`src/sv/rpc_pkg.sv`:
```
// Shared types, register codes and helpers for the RC pulse capture block.
package rpc_pkg;

	// Width of each per-pin configuration mask
	localparam int MASK_W = 24;
	// Bits of a flat pin index (port * pins + pin) at the largest configuration
	localparam int PIN_IDX_W = 6;
	// Pins carried by one sample item
	localparam int PORT_PINS_W = 8;

	// Configuration register indexes (byte address = 4 * index)
	localparam logic [1:0] REG_ENABLE    = 2'd0;
	localparam logic [1:0] REG_ATTACHED  = 2'd1;
	localparam logic [1:0] REG_FREQ_ONLY = 2'd2;

	// Item command codes
	localparam logic CMD_SAMPLE = 1'b0;
	localparam logic CMD_READ   = 1'b1;

	// Configuration masks shared by front and back
	typedef struct packed {
		logic [MASK_W-1:0] enable;
		logic [MASK_W-1:0] attached;
		logic [MASK_W-1:0] freq_only;
	} cfg_t;

	// Classified item handed from front to back
	typedef struct packed {
		logic                   cmd;
		logic [1:0]             port_id;
		logic [PORT_PINS_W-1:0] pend;
		logic [PORT_PINS_W-1:0] levels;
		logic [31:0]            time_us;
		logic [4:0]             channel;
	} item_t;

	// Look up one pin's bit in a mask; pins past the mask read as clear
	function automatic logic mask_bit(input logic [MASK_W-1:0] mask,
			input logic [PIN_IDX_W-1:0] idx);
		logic res;
		res = 1'b0;
		if (idx < PIN_IDX_W'(MASK_W)) begin
			res = mask[idx[4:0]];
		end
		return res;
	endfunction

endpackage

```
`src/sv/rpc_fifo.sv`:
```
// Two-entry queue between the front and back ends.
module rpc_fifo (
	input  logic           clk,
	input  logic           arst_n,
	input  logic           push,
	input  rpc_pkg::item_t wr_data,
	output logic           full,
	input  logic           pop,
	output rpc_pkg::item_t rd_data,
	output logic           empty
);

	rpc_pkg::item_t mem_q [2];
	logic           wr_ptr_q;
	logic           rd_ptr_q;
	logic [1:0]     cnt_q;

	assign full    = cnt_q == 2'd2;
	assign empty   = cnt_q == 2'd0;
	assign rd_data = mem_q[rd_ptr_q];

	// Store pushed items
	always_ff @(posedge clk) begin
		if (push) begin
			mem_q[wr_ptr_q] <= wr_data;
		end
	end

	// Advance pointers and count
	always_ff @(posedge clk or negedge arst_n) begin
		if (!arst_n) begin
			wr_ptr_q <= 1'b0;
			rd_ptr_q <= 1'b0;
			cnt_q    <= 2'd0;
		end else begin
			if (push) begin
				wr_ptr_q <= !wr_ptr_q;
			end
			if (pop) begin
				rd_ptr_q <= !rd_ptr_q;
			end
			if (push && !pop) begin
				cnt_q <= cnt_q + 2'd1;
			end else if (pop && !push) begin
				cnt_q <= cnt_q - 2'd1;
			end
		end
	end

endmodule

```
`config.mk`:
```
export PLATFORM = sky130hd
export DESIGN_NAME = rpc_fifo
export DESIGN_NICKNAME = d
export VERILOG_FILES = /design/src/sv/rpc_pkg.sv /design/src/sv/rpc_fifo.sv
export SDC_FILE = /design/constraint.sdc
export NUM_CORES = 1
export LEC_CHECK = 0
export BUFFER_PORTS_ARGS = -buffer_cell sky130_fd_sc_hd__buf_2
export CORE_MARGIN = 4
export CORE_UTILIZATION = 58
export CTS_BUF_LIST = sky130_fd_sc_hd__clkbuf_2 sky130_fd_sc_hd__clkbuf_4 sky130_fd_sc_hd__clkbuf_8
export CTS_CLUSTER_DIAMETER = 30
export DETAILED_ROUTE_END_ITERATION = 16
export PLACE_DENSITY_LB_ADDON = 0.08
export SLEW_MARGIN = 10
export SYNTH_ARGS = -nofsm -noshare
export SYNTH_HDL_FRONTEND = slang
export SYNTH_SLANG_ARGS = --single-unit
```
`constraint.sdc`:
```
create_clock -name clk -period 6.6 [get_ports clk]
set_input_delay 0.33 -clock clk [delete_from_list [all_inputs] [get_ports clk]]
set_output_delay 0.33 -clock clk [all_outputs]
set_load 0.05 [all_outputs]
```
=== Word-level counts from Yosys, hierarchy flattened ===
Memories as Yosys holds them, arrays and structs flattened.
Cells that the tools add are included.

* Output and inout port bits: 58
* Input bits: 60
* Memories: 1
* Bits in registers: 4
* Logic and storage cells: 19
* RAM bits: 112

* Equal/unequal tests: 1
* Reductions and logical operators: 8
* $add $sub $neg: 2
* Mux-type cells: 4

{| class="wikitable"
|+ Memory list
! memory !! depth !! width !! rd ports !! clocked after memory_dff !! write ports !! line !! text
|-
| mem_q || 2 || 56 || 1 || 0 || 1 || rpc_fifo.sv:13 || <nowiki>rpc_pkg::item_t mem_q [2];</nowiki>
|}

{| class="wikitable"
|+ Operators by type and width
! kind !! number
|-
| zero test 1 bit || 4
|-
| 2-to-1 mux 2 bit || 2
|-
| adder 2 x 1 -> 2 bit, second input constant || 1
|-
| equality test 2 bit, second input constant || 1
|-
| logical AND 1 bit || 2
|-
| zero test 2 bit || 1
|-
| 2-to-1 mux 1 bit || 2
|-
| nonzero test 2 bit || 1
|-
| subtractor 2 x 1 -> 2 bit, second input constant || 1
|}

=== Logic depth before layout (Yosys ltp) ===
* Depth after elaboration: 4
* Depth in mapped cells: 5
* Depth with buffers taken out: 5

=== Worst setup path after synthesis ===
No wires, ideal clock.

* Path kind: register to register
* From: register wr_ptr_q
* To: memory mem_q[0][0] (netlist bit), enable pin
* Clock period less this slack: 3.373 ns
* Data arrival time: 2.896 ns
* Slack: 3.227 ns
* Data required time: 6.123 ns
* Setup time: 0.477 ns
* Path buffers: 0
* Stages on the path, launching flop included: 2
* Path through: dfrtp_1 -> nor2b_1

{| class="wikitable"
|+ RTL lines
! element !! line !! text
|-
| start: declaration || rpc_fifo.sv:14 || <nowiki>logic wr_ptr_q;</nowiki>
|-
| start signal: assignment || rpc_fifo.sv:37 || <nowiki>wr_ptr_q <= !wr_ptr_q;</nowiki>
|-
| end: declaration || rpc_fifo.sv:13 ||
|}

No word-level cell before the write port.

==> results.txt <==
----------------------------------------------------
[Run status]
  Result of the run ... finished, final reports clean

[Global route]
  First-pass GRT wire length ... ~11 mm
  Number of antenna violations at the first check in global routing ... 0
  Pin count of the biggest net entering global routing ... 47
  Sum of overflow across all layers after global routing ... 0
  Overall fraction of global-route tracks in use ... 17.1%
  Vias in the first global route ... 2,236

[Logic synthesis]
  Yosys warning total ... 0
  Leading post-synthesis cells by cell area ... sky130_fd_sc_hd__edfxtp_1, sky130_fd_sc_hd__mux2_4, sky130_fd_sc_hd__mux2_2, sky130_fd_sc_hd__dfrtp_1, sky130_fd_sc_hd__buf_6
  Nets in the synthesized netlist ... 251
  Primary flip-flop cell chosen by synthesis mapping ... sky130_fd_sc_hd__edfxtp_1
  Synth async-reset ratio ... 3.45%
  Cell taking the most area after synthesis ... sky130_fd_sc_hd__edfxtp_1
  Most used standard cell by instance count after synthesis ... sky130_fd_sc_hd__edfxtp_1
  Sequential fraction of the synthesis area ... 79.7%
  Total standard cell area after synthesis ... 4350 µm²
  Post-synthesis cell type count ... 13
  Yosys top cell area share ... approximately 77%
  Synthesized instance count ... between 150 and 200
  Average cell area after synthesis ... 22.9 µm²
  Number of enable-type register cells in the synthesized netlist ... 112
  Yosys reg bits ... 116
  Top cells by instance count after synthesis ... sky130_fd_sc_hd__edfxtp_1, sky130_fd_sc_hd__mux2_4, sky130_fd_sc_hd__mux2_2

[Finish]
  Final instance area ... 5420 µm²
  Fraction of final layout cells sized beyond drive strength 1 ... between 60% and 70%
  Number of nets in the layout ... 385
  Area Overhead vs Synth ... 24.5%
  Antenna diode count ... 0
  Number of filler cells placed in the layout ... ~480

[Power and ir drop]
  Total design power ... between 2 and 3 mW
  PD cells ... ~500 nW/µm²
  LEAKAGE ... 2.17 nW
  Peak supply drop ... 0.354 mV

[Detailed routing]
  DRC errors left ... 0
  Drt pass-1 iters ... 4
  Top layer reached by signal wires ... met4
  Routed via count ... 2,163
  Met3 wire length ... 661 µm
  Detailed-route vias per instance ... 4.96
  Wire length reported by the detailed router ... between 7 and 8 mm
  DR WL/cell ... around 16 µm
  Routed wl met2 ... approximately 3.6 mm
  Number of DRC markers after the initial detailed-route iteration ... 95
  DRT antenna net count ... 0
  M1 WL ... between 2 and 3 mm

[Placement]
  HPWL after detailed placement ... 4.76 mm
  Setup slack at placement ... approximately 4.4 ns
  Final Wtd Congestion ... 0.725
  Port Buffers ... 117
  Instance area after placement ... between 5000 and 6000 µm²

[Floorplanning]
  Top-level I/O count ... 118
  Site Rows ... 31
  Die Outline Area ... 8950 µm²
  Initial Util ... roughly 60%
  Height of the chip ... 94.6 µm
  Die X-Extent ... 94.6 µm
  Floorplan core area ... about 7300 µm²

[Timing]
  Worst Tran Pin Value ... 0.718 ns
  Worst relative slew slack ... 52.1%
  Worst setup slack after layout ... roughly 4.0 ns
  Period utilization ... 39.3%
  Worst hold slack ... 0.106 ns
  Setup Total Neg Slack ... 0 ns
  Pins over their slew limit ... 0
  Minimum period implied by the final worst setup slack ... 2.60 ns
  Setup-violating endpoint count in the final report ... 0
  RSZ-0062 raised after global routing ... false
  Setup clock skew after layout ... 0.00510 ns
  Count of endpoints failing hold in the final timing report ... 0
  Maximum frequency from static timing analysis ... slightly below 0.4 GHz

[Clock tree]
  Clock sink count ... 116
  Clock-pin slew of the registers on the worst-case setup and hold paths ... 0.07 ns
  Number of buffers created by CTS ... 17
  Buffer type at the clock tree root ... sky130_fd_sc_hd__clkbuf_8
  Number of H-tree levels ... 4
  Number of buffers inserted by post-CTS setup repair ... 0
  Number of buffers between clock root and the deepest sink ... 2
  Clock Latency Late Sink ... 0.41 ns
  Clock tree from TritonCTS ... yes

[Worst setup path]
  Delay of the slowest cell on the worst path ... between 0.6 and 0.7 ns
  Cells along the critical path ... buf_4 -> mux2_2 -> buf_2
  Crit path arrival time ... 2.27 ns
  Worst r2r path cells ... 2
  Slowest cell on the critical path ... sky130_fd_sc_hd__buf_4
  Critical path required time ... 6.27 ns
  Setup slack on the worst flop-to-flop path ... 4.78 ns
  Cell family contributing the most delay on the critical path ... buffers and inverters
  Destination of the worst register-to-register timing path ... mem_q[0][7]
  Crit Path Class ... flip-flop to output pin
  Beginning of the worst register-to-register path ... wr_ptr_q
  Crit path max fanout ... 46
  Buf/Inv on CP ... 2
  Category of the worst setup path capture point ... output pin
  Critical path startpoint category ... flip-flop

[Min path]
  Number of cells on the worst hold path ... 1
  Hold worst-path end ... mem_q[0][53]
  Hold/Removal Path Class ... input pin to flip-flop
  Startpoint of the worst hold path ... wr_data[53]

[Flow run]
  Count of maximum capacitance violations ... 0

----------------------------------------------------
-- registers in the layout (all words and copies together), names as in the netlist --
register and cells:
wr_ptr_q 1, rd_ptr_q 1, mem_q 112, cnt_q 2
-- cells in the final DEF (no fill, tap or decap) --
cell type                       netlist  final
sky130_fd_sc_hd__dfrtp_1              4      3
sky130_fd_sc_hd__mux2_2              26     26
sky130_fd_sc_hd__ha_1                 1      1
sky130_fd_sc_hd__clkinv_1             0      2
sky130_fd_sc_hd__buf_4                0      3
sky130_fd_sc_hd__xor2_1               4      4
sky130_fd_sc_hd__buf_2                2    117
sky130_fd_sc_hd__and2_2               0      1
sky130_fd_sc_hd__dfrtp_2              0      1
sky130_fd_sc_hd__clkinv_2             0      6
sky130_fd_sc_hd__clkinv_4             0      1
sky130_fd_sc_hd__mux2_4              30     30
sky130_fd_sc_hd__nor2b_4              0      1
sky130_fd_sc_hd__inv_1                1      1
sky130_fd_sc_hd__nor2b_1              2      1
sky130_fd_sc_hd__xnor2_1              1      1
sky130_fd_sc_hd__bufinv_16            0      2
sky130_fd_sc_hd__nor2_1               2      2
sky130_fd_sc_hd__clkbuf_8             0     17
sky130_fd_sc_hd__edfxtp_1           112    112
sky130_fd_sc_hd__clkbuf_4             0      3
sky130_fd_sc_hd__dlygate4sd3_1        0      1
sky130_fd_sc_hd__clkinvlp_4           0      1
-- worst reg2reg max path, cell delays in order, from the launching register on --
cell	delay (ns)
sky130_fd_sc_hd__dfrtp_1	0.43
sky130_fd_sc_hd__nor2b_4	0.48
sky130_fd_sc_hd__buf_4	0.54
-- per-layer routing --
metal | up-vias | GRT usage (%)
li1 | 1018 | -
met5 | - | 0
met4 | 0 | 6.85
met1 | 1039 | 22.1
met3 | 10 | 7.17
met2 | 96 | 25.9
-- layout make-up --
class,count,area [µm²],area share [%]
well taps,99,124,2.29
repair buffers,121,618,11.4
clock buffers,20,256,4.74
inverters,1,3.75,0.0693
clock inverters,12,114,2.10
multi-input cells,67,835,15.4
flip-flops and latches,116,3460,64.0
-- metrics by stage --
stage                     std cells  utilization [%]
after global routing            436             74.7
after floorplan                 190                -
after detailed placement        403             69.4
final                           436             74.7
after CTS                       436             74.7
after global placement          403             69.4
-- report_power, final --
group | internal (mW) | leakage [nW] | switching, mW
sequential | 0.980 | 1.10 | 0.0564
combinational | 0.337 | 0.880 | 0.786
clock | 0.341 | 0.195 | 0.256
total | 1.66 | 2.17 | 1.10
-- worst max-delay path by stage --
stage | from | end | cells past startpoint
6_report | rd_ptr_q | rd_data[38] | 3
5_1_grt | rd_ptr_q | rd_data[46] | 3
4_1_cts | rd_ptr_q | rd_data[44] | 3
3_5_place_dp | rd_ptr_q | rd_data[44] | 3
3_3_place_gp | rd_ptr_q | rd_data[6] | 3
2_1_floorplan | wr_ptr_q | mem_q[0][0] | 1
-- timing repair --
action / in CTS / in global routing
endpoints found under the hold margin: 4 / 0
hold buffers: 1 / 0
gates resized for setup: 0 / 0
-- kinds of logic (layout without fill, tap and decap cells) --
family                   count (synthesis)  in the layout  synth area share [%]
AND/OR/NAND/NOR                          5              5                 0.604
multiplexers                            56             56                  17.1
XOR/XNOR                                 5              5                  1.01
flip-flops                             116            116                  79.7
buffers and inverters                    7            154                  1.35
adder cells (fa/ha/maj)                  1              1                 0.288
No activity file was read; power rests on OpenSTA's default activity.
