$ cat src/sv/rpc_pkg.sv
// Shared types, register codes and helpers for the RC pulse capture block.
package rpc_pkg;

	// Width of each per-pin configuration mask
	localparam int MASK_W = 24;
	// Bits of a flat pin index (port * pins + pin) at the largest configuration
	localparam int PIN_IDX_W = 6;
	// Pins carried by one sample item
	localparam int PORT_PINS_W = 8;

	// Configuration register indexes (byte address = 4 * index)
	localparam logic [1:0] REG_ENABLE    = 2'd0;
	localparam logic [1:0] REG_ATTACHED  = 2'd1;
	localparam logic [1:0] REG_FREQ_ONLY = 2'd2;

	// Item command codes
	localparam logic CMD_SAMPLE = 1'b0;
	localparam logic CMD_READ   = 1'b1;

	// Configuration masks shared by front and back
	typedef struct packed {
		logic [MASK_W-1:0] enable;
		logic [MASK_W-1:0] attached;
		logic [MASK_W-1:0] freq_only;
	} cfg_t;

	// Classified item handed from front to back
	typedef struct packed {
		logic                   cmd;
		logic [1:0]             port_id;
		logic [PORT_PINS_W-1:0] pend;
		logic [PORT_PINS_W-1:0] levels;
		logic [31:0]            time_us;
		logic [4:0]             channel;
	} item_t;

	// Look up one pin's bit in a mask; pins past the mask read as clear
	function automatic logic mask_bit(input logic [MASK_W-1:0] mask,
			input logic [PIN_IDX_W-1:0] idx);
		logic res;
		res = 1'b0;
		if (idx < PIN_IDX_W'(MASK_W)) begin
			res = mask[idx[4:0]];
		end
		return res;
	endfunction

endpackage

$ cat src/sv/rpc_front.sv
// Front end: accepts items, tracks port levels and finds the enabled pins that changed.
module rpc_front #(
	parameter int NUM_PORTS     = 3,
	parameter int PINS_PER_PORT = 8
) (
	input  logic                           clk,
	input  logic                           arst_n,
	input  rpc_pkg::cfg_t                  cfg,
	input  logic                           in_valid,
	output logic                           in_stall,
	input  logic                           cmd,
	input  logic [1:0]                     port_id,
	input  logic [rpc_pkg::PORT_PINS_W-1:0] pin_levels,
	input  logic [31:0]                    time_us,
	input  logic [4:0]                     channel,
	input  logic                           q_full,
	output logic                           q_push,
	output rpc_pkg::item_t                 q_data
);

	localparam int PORT_IW = (NUM_PORTS > 1) ? $clog2(NUM_PORTS) : 1;

	logic [rpc_pkg::PORT_PINS_W-1:0] prev_q [NUM_PORTS];
	logic [rpc_pkg::PORT_PINS_W-1:0] prev_sel;
	logic [rpc_pkg::PORT_PINS_W-1:0] en_bits;
	logic                            port_ok;
	logic                            accept;

	assign in_stall = q_full;
	assign accept   = in_valid && !q_full;
	assign q_push   = accept;
	assign port_ok  = 32'(port_id) < NUM_PORTS;
	assign prev_sel = port_ok ? prev_q[PORT_IW'(port_id)] : '0;

	// Gather enable bits for the pins of the addressed port
	always_comb begin
		en_bits = '0;
		for (int p = 0; p < rpc_pkg::PORT_PINS_W; p++) begin
			if (p < PINS_PER_PORT && port_ok) begin
				en_bits[p] = rpc_pkg::mask_bit(cfg.enable,
					rpc_pkg::PIN_IDX_W'(int'(port_id) * PINS_PER_PORT + p));
			end
		end
	end

	// Build the queue entry
	always_comb begin
		q_data         = '0;
		q_data.cmd     = cmd;
		q_data.port_id = port_id;
		q_data.levels  = pin_levels;
		q_data.time_us = time_us;
		q_data.channel = channel;
		if (cmd == rpc_pkg::CMD_SAMPLE && port_ok) begin
			q_data.pend = (pin_levels ^ prev_sel) & en_bits;
		end
	end

	// Hold the last levels seen on each port
	always_ff @(posedge clk or negedge arst_n) begin
		if (!arst_n) begin
			for (int i = 0; i < NUM_PORTS; i++) begin
				prev_q[i] <= '0;
			end
		end else if (accept && cmd == rpc_pkg::CMD_SAMPLE && port_ok) begin
			prev_q[PORT_IW'(port_id)] <= pin_levels;
		end
	end

endmodule

$ cat config.mk
export PLATFORM = sky130hd
export DESIGN_NAME = rpc_front
export DESIGN_NICKNAME = d
export VERILOG_FILES = /design/src/sv/rpc_pkg.sv /design/src/sv/rpc_front.sv
export SDC_FILE = /design/constraint.sdc
export NUM_CORES = 1
export LEC_CHECK = 0
export ABC_AREA = 1
export BUFFER_PORTS_ARGS = -buffer_cell sky130_fd_sc_hd__clkbuf_2
export CAP_MARGIN = 20
export CORE_MARGIN = 10
export CORE_UTILIZATION = 37
export DETAILED_ROUTE_END_ITERATION = 8
export PLACE_DENSITY = 0.81
export SLEW_MARGIN = 10
export SYNTH_ARGS = -nofsm -noshare
export SYNTH_HDL_FRONTEND = slang
export SYNTH_SLANG_ARGS = --single-unit
$ cat constraint.sdc
create_clock -name clk -period 1 [get_ports clk]
set_input_delay 0.05 -clock clk [delete_from_list [all_inputs] [get_ports clk]]
set_output_delay 0.05 -clock clk [all_outputs]
set_load 0.05 [all_outputs]
# ---- Yosys cells after proc, flatten, opt, wreduce, memory -nomap -nowiden
# Cells that the tools add are included.
dict set report op_classes {
  addsub 7
  n_lt_le_gt_ge 19
  n_mux 40
  n_bitwise 4
  n_reduce_logical 6
}
# operator n
set ops {}
lappend ops {{$lt A5 B6 Y1 const B} 8}
lappend ops {{$lt A6 B5 Y1 const B} 7}
lappend ops {{$mux W8} 5}
lappend ops {{$bmux W1 S5} 7}
lappend ops {{$add A5 B3 Y6 const B} 4}
lappend ops {{$bwmux W24} 1}
lappend ops {{$mux W1} 24}
lappend ops {{$bmux W8 S2} 1}
lappend ops {{$demux W8 S2} 1}
lappend ops {{$add A5 B2 Y6 const B} 2}
lappend ops {{$and A8 B8 Y8} 1}
lappend ops {{$xor A8 B8 Y8} 1}
lappend ops {{$add A5 B1 Y6 const B} 1}
lappend ops {{$logic_and A1 B1 Y1} 5}
lappend ops {{$lt A5 B5 Y1 const B} 1}
lappend ops {{$ge A3 B3 Y1 const B} 1}
lappend ops {{$lt A3 B1 Y1 const B} 1}
lappend ops {{$not A2 Y3} 1}
lappend ops {{$bmux W1 S2} 1}
lappend ops {{$lt A2 B2 Y1 const B} 1}
lappend ops {{$logic_not A1 Y1} 1}
lappend ops {{$not A1 Y1} 1}
dict set report word_totals {
  register_bits 24
  inputBits 124
  out_inout_bits 58
  elab_cells 79
}

# ---- Logic depth before layout (Yosys ltp)
# Gate-level depths: netlist of the first run.
dict set report depth {
  ltp_word 8
  mapped_depth 7
  ltp_nobuf 7
}

# ---- Least setup slack after synthesis of the first run
# Ideal clock, no wire load.
dict set report synth_path {
  kind {input -> output}
  from {input port_id[1]}
  to {output q_data[51] (netlist bit)}
  arrival_time_ns 1.462
  t_required_ns 0.950
  path_slack_ns -0.512
  path_stages 7
  path_buffers 2
  path_cell_list {buf_6 > nor2_4 > buf_4 > nand2_1 > nand3_1 > nand2_1 > a21oi_1}
}
# item line
set synth_rtl {}
lappend synth_rtl {{from (decl)} rpc_front.sv:12} ;# input logic [1:0] port_id,
lappend synth_rtl {{to (decl)} rpc_front.sv:18} ;# output rpc_pkg::item_t q_data

==> tab_implementation.tex, run 1 <==
\begin{tabular}{lr}
\hline
Metric & Value \\
\hline
\multicolumn{2}{l}{\textbf{Outcome}} \\
Run status & finished, violations left \\
Violated checks & negative setup slack \\
\multicolumn{2}{l}{\textbf{Worst hold path}} \\
Hold Path Origin & pin\_levels[0] \\
Worst hold path endpoint & prev\_q[16]\$\_DFFE\_PN0P\_ \\
Worst hold path depth & 3 \\
Worst min-delay path class & primary input to register \\
\multicolumn{2}{l}{\textbf{Power and ir drop}} \\
Max IR drop VDD & 0.6005 mV \\
Switch Pwr & 0.001174 W \\
Net switching share of the total power & a little under two fifths \\
Internal power & 0.002017 W \\
P\_leak & around 1.3 nW \\
Clk pwr share & a little over a fifth \\
Power per Cell Area & roughly 1200 nW/um\^{}2 \\
Combinational group share of total power & 36.5\% \\
Power share of the sequential group & 41.9\% \\
\multicolumn{2}{l}{\textbf{Critical path}} \\
Worst reg2reg startpoint & prev\_q[3]\$\_DFFE\_PN0P\_ \\
Endpoint kind of the worst setup timing path & primary output \\
Worst Reg2Reg Path Length in Cells & 3 \\
Critical Path Start Type & register \\
Critical path peak fanout & 2 \\
Flop2flop setup slack & about 0.25 ns \\
Critical path class & register to primary output \\
Signal arrival time at the worst endpoint & around 1.3 ns \\
Crit path required time & about 0.95 ns \\
End of the worst register-to-register path & prev\_q[3]\$\_DFFE\_PN0P\_ \\
\multicolumn{2}{l}{\textbf{Die}} \\
Die area & $\sim$8400 um\^{}2 \\
Die Wd & 91.88 um \\
Std-Cell Core Area & 5075 um\^{}2 \\
Y dimension of the die & around 90 um \\
Number of I/O pins & around 180 \\
Placement Rows & 26 \\
Initial Utilization & a little under two fifths \\
\multicolumn{2}{l}{\textbf{Yosys}} \\
Cell area after synthesis & 1912 um\^{}2 \\
Distinct cells, synth & 14 \\
Synthesized instance count & 270 \\
Largest area contributor in the synthesized netlist & dfrtp\_1 \\
Post-Syn Nets & just under 400 \\
Post-Syn Area per Cell & 7.081 um\^{}2 \\
Synthesis-stage register bit count & 24 \\
Leading post-synthesis cells by cell area & dfrtp\_1, nand2\_1, buf\_4, nand3\_1, nor4\_4 \\
Warnings, synthesis & 0 \\
Sequential-to-total area share from yosys stat & a little under a third \\
Portion of synthesized cell area occupied by the leading cell type & 31.41\% \\
\multicolumn{2}{l}{\textbf{Clock network}} \\
Clock Tree Root & clkbuf\_8 \\
Number of buffers added by the clock tree synthesis step & 3 \\
H-tree lvl count & 1 \\
Clk sink count & 24 \\
Clock tree from TritonCTS & done \\
Maximum count of clock buffers along a single path & 2 \\
Clock slew at reported path FFs & 0.09 ns \\
Clock network latency to the later pin of the worst-skew pair & 0.27 ns \\
\multicolumn{2}{l}{\textbf{Flow run}} \\
Number of max-cap violations & 0 \\
\multicolumn{2}{l}{\textbf{Global route}} \\
Antenna violations before repair & 0 \\
Maximum number of pins on one net before global-route repair & 25 \\
Global-route wire length before repair & approximately 9500 um \\
Tot GR Track Use & between 10\% and 20\% \\
Vias in the first global route & between 1,500 and 2,000 \\
Overall overflow remaining after global route & 0 \\
\multicolumn{2}{l}{\textbf{Routing}} \\
Vias & 1,896 \\
Remaining DRCs & 0 \\
Routed WL & roughly 6100 um \\
First DRT Iteration DRCs & 130 \\
First-pass iteration count of the detailed router & 6 \\
Mean routed wirelength per cell & 16.07 um \\
Number of routed nets with antenna violations & 0 \\
Routed via count divided by cell count & roughly 5 \\
\multicolumn{2}{l}{\textbf{Place}} \\
Half-perimeter wire length after detailed placement & about 4500 um \\
Port buffer count & between 50 and 60 \\
Weighted congestion at the end of routability-driven global placement & between 0.8 and 0.9 \\
Number of cells in the design after placement & around 370 \\
\multicolumn{2}{l}{\textbf{Cells and area}} \\
Net count reported at finish & between 400 and 500 \\
Top Registers & prev\_q x24 \\
Filler instances & just under 500 \\
Utilization after layout & 50.42\% \\
Post-layout instance count excluding filler cells & 382 \\
Commonest cells after routing, fill and taps aside & nand2\_1, clkbuf\_2, buf\_4 \\
Largest register by flop count & prev\_q \\
Leading cell type in the layout, fill and taps excluded & nand2\_1 \\
P\&R area growth vs syn & 33.83\% \\
Share of layout cells above drive strength 1 & between 40\% and 50\% \\
Number of antenna repair diodes & 0 \\
Flip-flop count of the largest register after layout & 24 \\
\multicolumn{2}{l}{\textbf{Timing}} \\
Final hold violation count & 0 \\
Worst clock skew & 0 ns \\
Shortest clock period the worst path allows after layout & around 1.3 ns \\
Post-layout worst setup margin & -0.3227 ns \\
Actual transition at the worst max-transition pin & between 0.3 and 0.4 ns \\
Worst hold margin & approximately 0.046 ns \\
Setup-failing EPs final & 8 \\
Headroom to the max-slew limit & 78.24\% \\
Final worst-path cycle share & 132.3\% \\
Unrepaired setup endpoints after global routing & true \\
Number of max-slew violations in the final report & 0 \\
Highest Clock Rate & around 0.76 GHz \\
\hline
\end{tabular}
[worst max-delay path, cell delays in order (launching register included)]
cell and delay (ns):
dfrtp_1 0.40, nand3_2 0.12, nand3_2 0.09, nand2_2 0.06
a21oi_4 0.18, buf_12 0.15
[metal layers]
layer | up-vias | track usage, % | part of all wire, %
met5 | - | 0 | 0
met4 | 0 | 6.041 | 2.6
met3 | 21 | 4.319 | 8.3
met2 | 100 | 21.53 | 47
met1 | 875 | 16.56 | 42
li1 | 900 | - | -
[cell families after synthesis]
| group | synth area share (%) |
|---|---|
| simple gates | 41.30 |
| flops | 31.41 |
| compound gates | 2.945 |
| buf+inv | 24.35 |
[worst max path at each step]
stage                           startpoint    endpoint  depth (start not counted)
floorplan                       port_id[0]  q_data[51]                          7
global placement                port_id[1]  q_data[46]                          8
detailed placement              port_id[1]  q_data[49]                          8
CTS                 prev_q[11]$_DFFE_PN0P_  q_data[48]                          4
global route        prev_q[17]$_DFFE_PN0P_  q_data[46]                          4
finish               prev_q[9]$_DFFE_PN0P_  q_data[46]                          5
[synth_stat cells]
library cell  instances
inv_1                10
buf_6                 4
nor2_4                3
nand4_1               8
nand2_2               3
a21oi_1               8
inv_2                 2
nor4_4                3
dfrtp_1              24
a21oi_4               1
and2_4                1
buf_4                50
nand3_1              32
nand2_1             121
[per-stage QoR]
stage | area [um^2] | setup WS, ns | total power, W | TNS (ns)
floorplan | 2036 | -0.04947 | 0.002403 | -0.3637
global placement | 2331 | -0.1767 | 0.002322 | -4.494
detailed placement | 2331 | -0.2009 | 0.002361 | -5.522
CTS | 2511 | -0.3086 | 0.003142 | -2.367
global route | 2559 | -0.3533 | 0.003354 | -2.692
finish | 2559 | -0.3227 | 0.003191 | -2.361
[layout make-up]
cell class                 count  area, um^2  share of cell area (%)
clock buffer                   4       55.05                   2.152
inverter                      12       48.80                   1.907
multi-input combinational    182        1079                   42.15
sequential                    24       600.6                   23.47
tap                           70       87.58                   3.423
timing repair buffer          90       688.2                   26.89
[what timing repair did]
action | CTS | global route
pin swaps | 29 | 16
setup buffers | 4 | 0
gates resized for setup | 18 | 10
endpoints found under the setup margin | 8 | 8
hold buffers | 1 | 0
cloned | 0 | 2
hold endpoints to repair | 24 | 0
[power groups by stage]
stage	Clock [W]	Sequential [W]	Combinational, W
6_report	0.000687	0.00134	0.00117
5_1_grt	0.000717	0.00136	0.00128
4_1_cts	0.000685	0.00133	0.00112
3_5_place_dp	0	0.00133	0.00103
3_3_place_gp	0	0.00132	0.00101
2_1_floorplan	0	0.00129	0.00111
Note: power is estimated with default switching activity, not from simulation.
==> inputs of run 2 (changes only) <==
PLACE_DENSITY = 0.86   (was 0.81)
==> run 2 against run 1 <==
  * The run still ends with negative setup slack left
  * Non-clock buffer count is 7 higher
  * Largest cell class unchanged
  * Worst setup slack better by 0.011 ns
  * Sequential share of layout area is 0.63 points lower
==> tab_implementation.tex, run 2 (synthesis gave the netlist of run 1 again) <==
\begin{tabular}{lr}
\hline
Metric & Value \\
\hline
\multicolumn{2}{l}{\textbf{Critical path}} \\
End of the worst register-to-register path & prev\_q[11]\$\_DFFE\_PN0P\_ (was prev\_q[3]\$\_DFFE\_PN0P\_) \\
Endpoint kind of the worst setup timing path & primary output (unchanged) \\
Worst reg2reg startpoint & prev\_q[11]\$\_DFFE\_PN0P\_ (was prev\_q[3]\$\_DFFE\_PN0P\_) \\
Critical path class & register to primary output (unchanged) \\
Critical Path Start Type & register (unchanged) \\
Critical path peak fanout & 2 (unchanged) \\
Worst setup path endpoint & q\_data[47] (was q\_data[46]) \\
Crit path required time & 0.95 ns (about the same) \\
Flop2flop setup slack & 0.15 ns (was 0.25 ns) \\
Worst Reg2Reg Path Length in Cells & 4 (was 3) \\
Signal arrival time at the worst endpoint & 1.26 ns (was 1.27 ns) \\
Crit path launch & prev\_q[2]\$\_DFFE\_PN0P\_ (was prev\_q[9]\$\_DFFE\_PN0P\_) \\
\multicolumn{2}{l}{\textbf{Power and ir drop}} \\
Max IR drop VDD & 0.9832 mV (was 0.6005 mV) \\
Power per Cell Area & 1215 nW/um\^{}2 (was 1247 nW/um\^{}2) \\
P\_leak & 1.340 nW (was 1.294 nW) \\
\multicolumn{2}{l}{\textbf{Routing}} \\
First-pass iteration count of the detailed router & 4 (was 6) \\
Vias & 1,914 (was 1,896) \\
Routed WL & 6256 um (was 6139 um) \\
Number of routed nets with antenna violations & 0 (unchanged) \\
First DRT Iteration DRCs & 177 (was 130) \\
Routed via count divided by cell count & 4.946 (was 4.963) \\
Remaining DRCs & 0 (unchanged) \\
Mean routed wirelength per cell & 16.17 um (was 16.07 um) \\
\multicolumn{2}{l}{\textbf{Timing}} \\
Headroom to the max-slew limit & 59.26\% (was 78.24\%) \\
Number of max-slew violations in the final report & 0 (unchanged) \\
Highest Clock Rate & 0.7627 GHz (was 0.7561 GHz) \\
Post-layout worst setup margin & -0.3112 ns (was -0.3227 ns) \\
Setup-failing EPs final & 8 (unchanged) \\
Actual transition at the worst max-transition pin & 0.6111 ns (was 0.3264 ns) \\
Final worst-path cycle share & 131.1\% (was 132.3\%) \\
Unrepaired setup endpoints after global routing & true (unchanged) \\
Final hold violation count & 0 (unchanged) \\
Shortest clock period the worst path allows after layout & 1.311 ns (was 1.323 ns) \\
Worst clock skew & 0 ns (unchanged) \\
Sum of negative setup slack & -2.249 ns (was -2.361 ns) \\
\multicolumn{2}{l}{\textbf{Global route}} \\
Vias in the first global route & 2,082 (was 1,989) \\
Overall overflow remaining after global route & 0 (unchanged) \\
Antenna violations before repair & 0 (unchanged) \\
Maximum number of pins on one net before global-route repair & 25 (unchanged) \\
Tot GR Track Use & 13.93\% (was 13.62\%) \\
Global-route wire length before repair & 9825 um (was 9515 um) \\
\multicolumn{2}{l}{\textbf{Worst hold path}} \\
Worst hold path depth & 3 (unchanged) \\
Worst min-delay path class & primary input to register (unchanged) \\
\multicolumn{2}{l}{\textbf{Place}} \\
Dpl ws & -0.2382 ns (was -0.2009 ns) \\
Port buffer count & 59 (unchanged) \\
Half-perimeter wire length after detailed placement & 4403 um (was 4487 um) \\
Weighted congestion at the end of routability-driven global placement & 0.8748 (was 0.8705) \\
\multicolumn{2}{l}{\textbf{Clock network}} \\
Maximum count of clock buffers along a single path & 2 (unchanged) \\
Clock network latency to the later pin of the worst-skew pair & 0.26 ns (was 0.27 ns) \\
Clock tree from TritonCTS & done (unchanged) \\
Clk sink count & 24 (unchanged) \\
Number of buffers added by the clock tree synthesis step & 3 (unchanged) \\
Clock slew at reported path FFs & 0.08 ns (was 0.09 ns) \\
Clock Tree Root & clkbuf\_8 (unchanged) \\
H-tree lvl count & 1 (unchanged) \\
\multicolumn{2}{l}{\textbf{Cells and area}} \\
Flip-flop count of the largest register after layout & 24 (unchanged) \\
Net count reported at finish & 443 (was 437) \\
Number of antenna repair diodes & 0 (unchanged) \\
Leading cell type in the layout, fill and taps excluded & nand2\_1 (unchanged) \\
Largest register by flop count & prev\_q (unchanged) \\
Utilization after layout & 51.80\% (was 50.42\%) \\
Share of layout cells above drive strength 1 & 49.84\% (was 47.12\%) \\
Commonest cells after routing, fill and taps aside & nand2\_1, clkbuf\_2, buf\_4 (unchanged) \\
Top Registers & prev\_q x24 (unchanged) \\
P\&R area growth vs syn & 37.50\% (was 33.83\%) \\
\multicolumn{2}{l}{\textbf{Die}} \\
Number of I/O pins & 182 (unchanged) \\
Placement Rows & 26 (unchanged) \\
Y dimension of the die & 91.88 um (unchanged) \\
Std-Cell Core Area & 5075 um\^{}2 (unchanged) \\
Initial Utilization & 37.67\% (unchanged) \\
Die Wd & 91.88 um (unchanged) \\
Die area & 8442 um\^{}2 (unchanged) \\
\multicolumn{2}{l}{\textbf{Outcome}} \\
Violated checks & negative setup slack (unchanged) \\
Run status & finished, violations left (unchanged) \\
\multicolumn{2}{l}{\textbf{Flow run}} \\
Number of max-cap violations & 0 (unchanged) \\
\hline
\end{tabular}
==> run 2: metrics by stage <==
stage	cell area, um^2	hold WS (ns)	cells	power, W
finish	2629	0.06675	387	0.003194
global route	2629	0.07114	387	0.003365
CTS	2497	0.05735	379	0.003063
detailed placement	2301	0.08921	367	0.002344
global placement	2301	0.07736	367	0.002306
floorplan	2036	-0.2456	270	0.002403
==> run 2: how the worst min path moves through the flow <==
stage	start	end	slack (ns)
floorplan	arst_n	prev_q[0]$_DFFE_PN0P_	-0.25
global placement	arst_n	prev_q[21]$_DFFE_PN0P_	0.08
detailed placement	arst_n	prev_q[21]$_DFFE_PN0P_	0.09
CTS	pin_levels[5]	prev_q[13]$_DFFE_PN0P_	0.06
global route	pin_levels[4]	prev_q[4]$_DFFE_PN0P_	0.07
finish	pin_levels[5]	prev_q[13]$_DFFE_PN0P_	0.07
==> run 2: metal layers <==
layer	track usage, %	part of all wire, %	vias up
met5	0	0	-
met4	4.627	2.5	0
met3	4.156	9.1	25
met2	25.24	52	95
met1	15.05	37	881
li1	-	-	913
==> run 2: worst max-delay path: stages (launching register included) <==
cell	delay, ns
dfrtp_1	0.38
nand3_2	0.11
nand3_2	0.11
nand2_2	0.07
a21oi_4	0.17
buf_12	0.15
==> run 2: area by class of cell <==
class	count	area, um^2
clock buffer	3	41.29
fill	459	2446
inverter	12	48.80
multi-input combinational	181	1097
sequential	24	600.6
tap	70	87.58
timing repair buffer	97	753.2
==> run 2: what timing repair did <==
item	CTS	global route
cloned	0	1
setup endpoints to repair	8	8
hold endpoints to repair	24	0
resized for setup	18	17
pin swaps	28	15
hold buffers	1	0
setup buffers	8	7
==> run 2: power breakdown <==
part / total, W / switching [W] / internal (W) / leakage (nW)
sequential: 0.00135 / 0.000158 / 0.00119 / 0.300
clock: 0.000558 / 0.000289 / 0.000269 / 0.0216
combinational: 0.00129 / 0.000727 / 0.000561 / 1.02
total: 0.00319 / 0.00117 / 0.00202 / 1.34
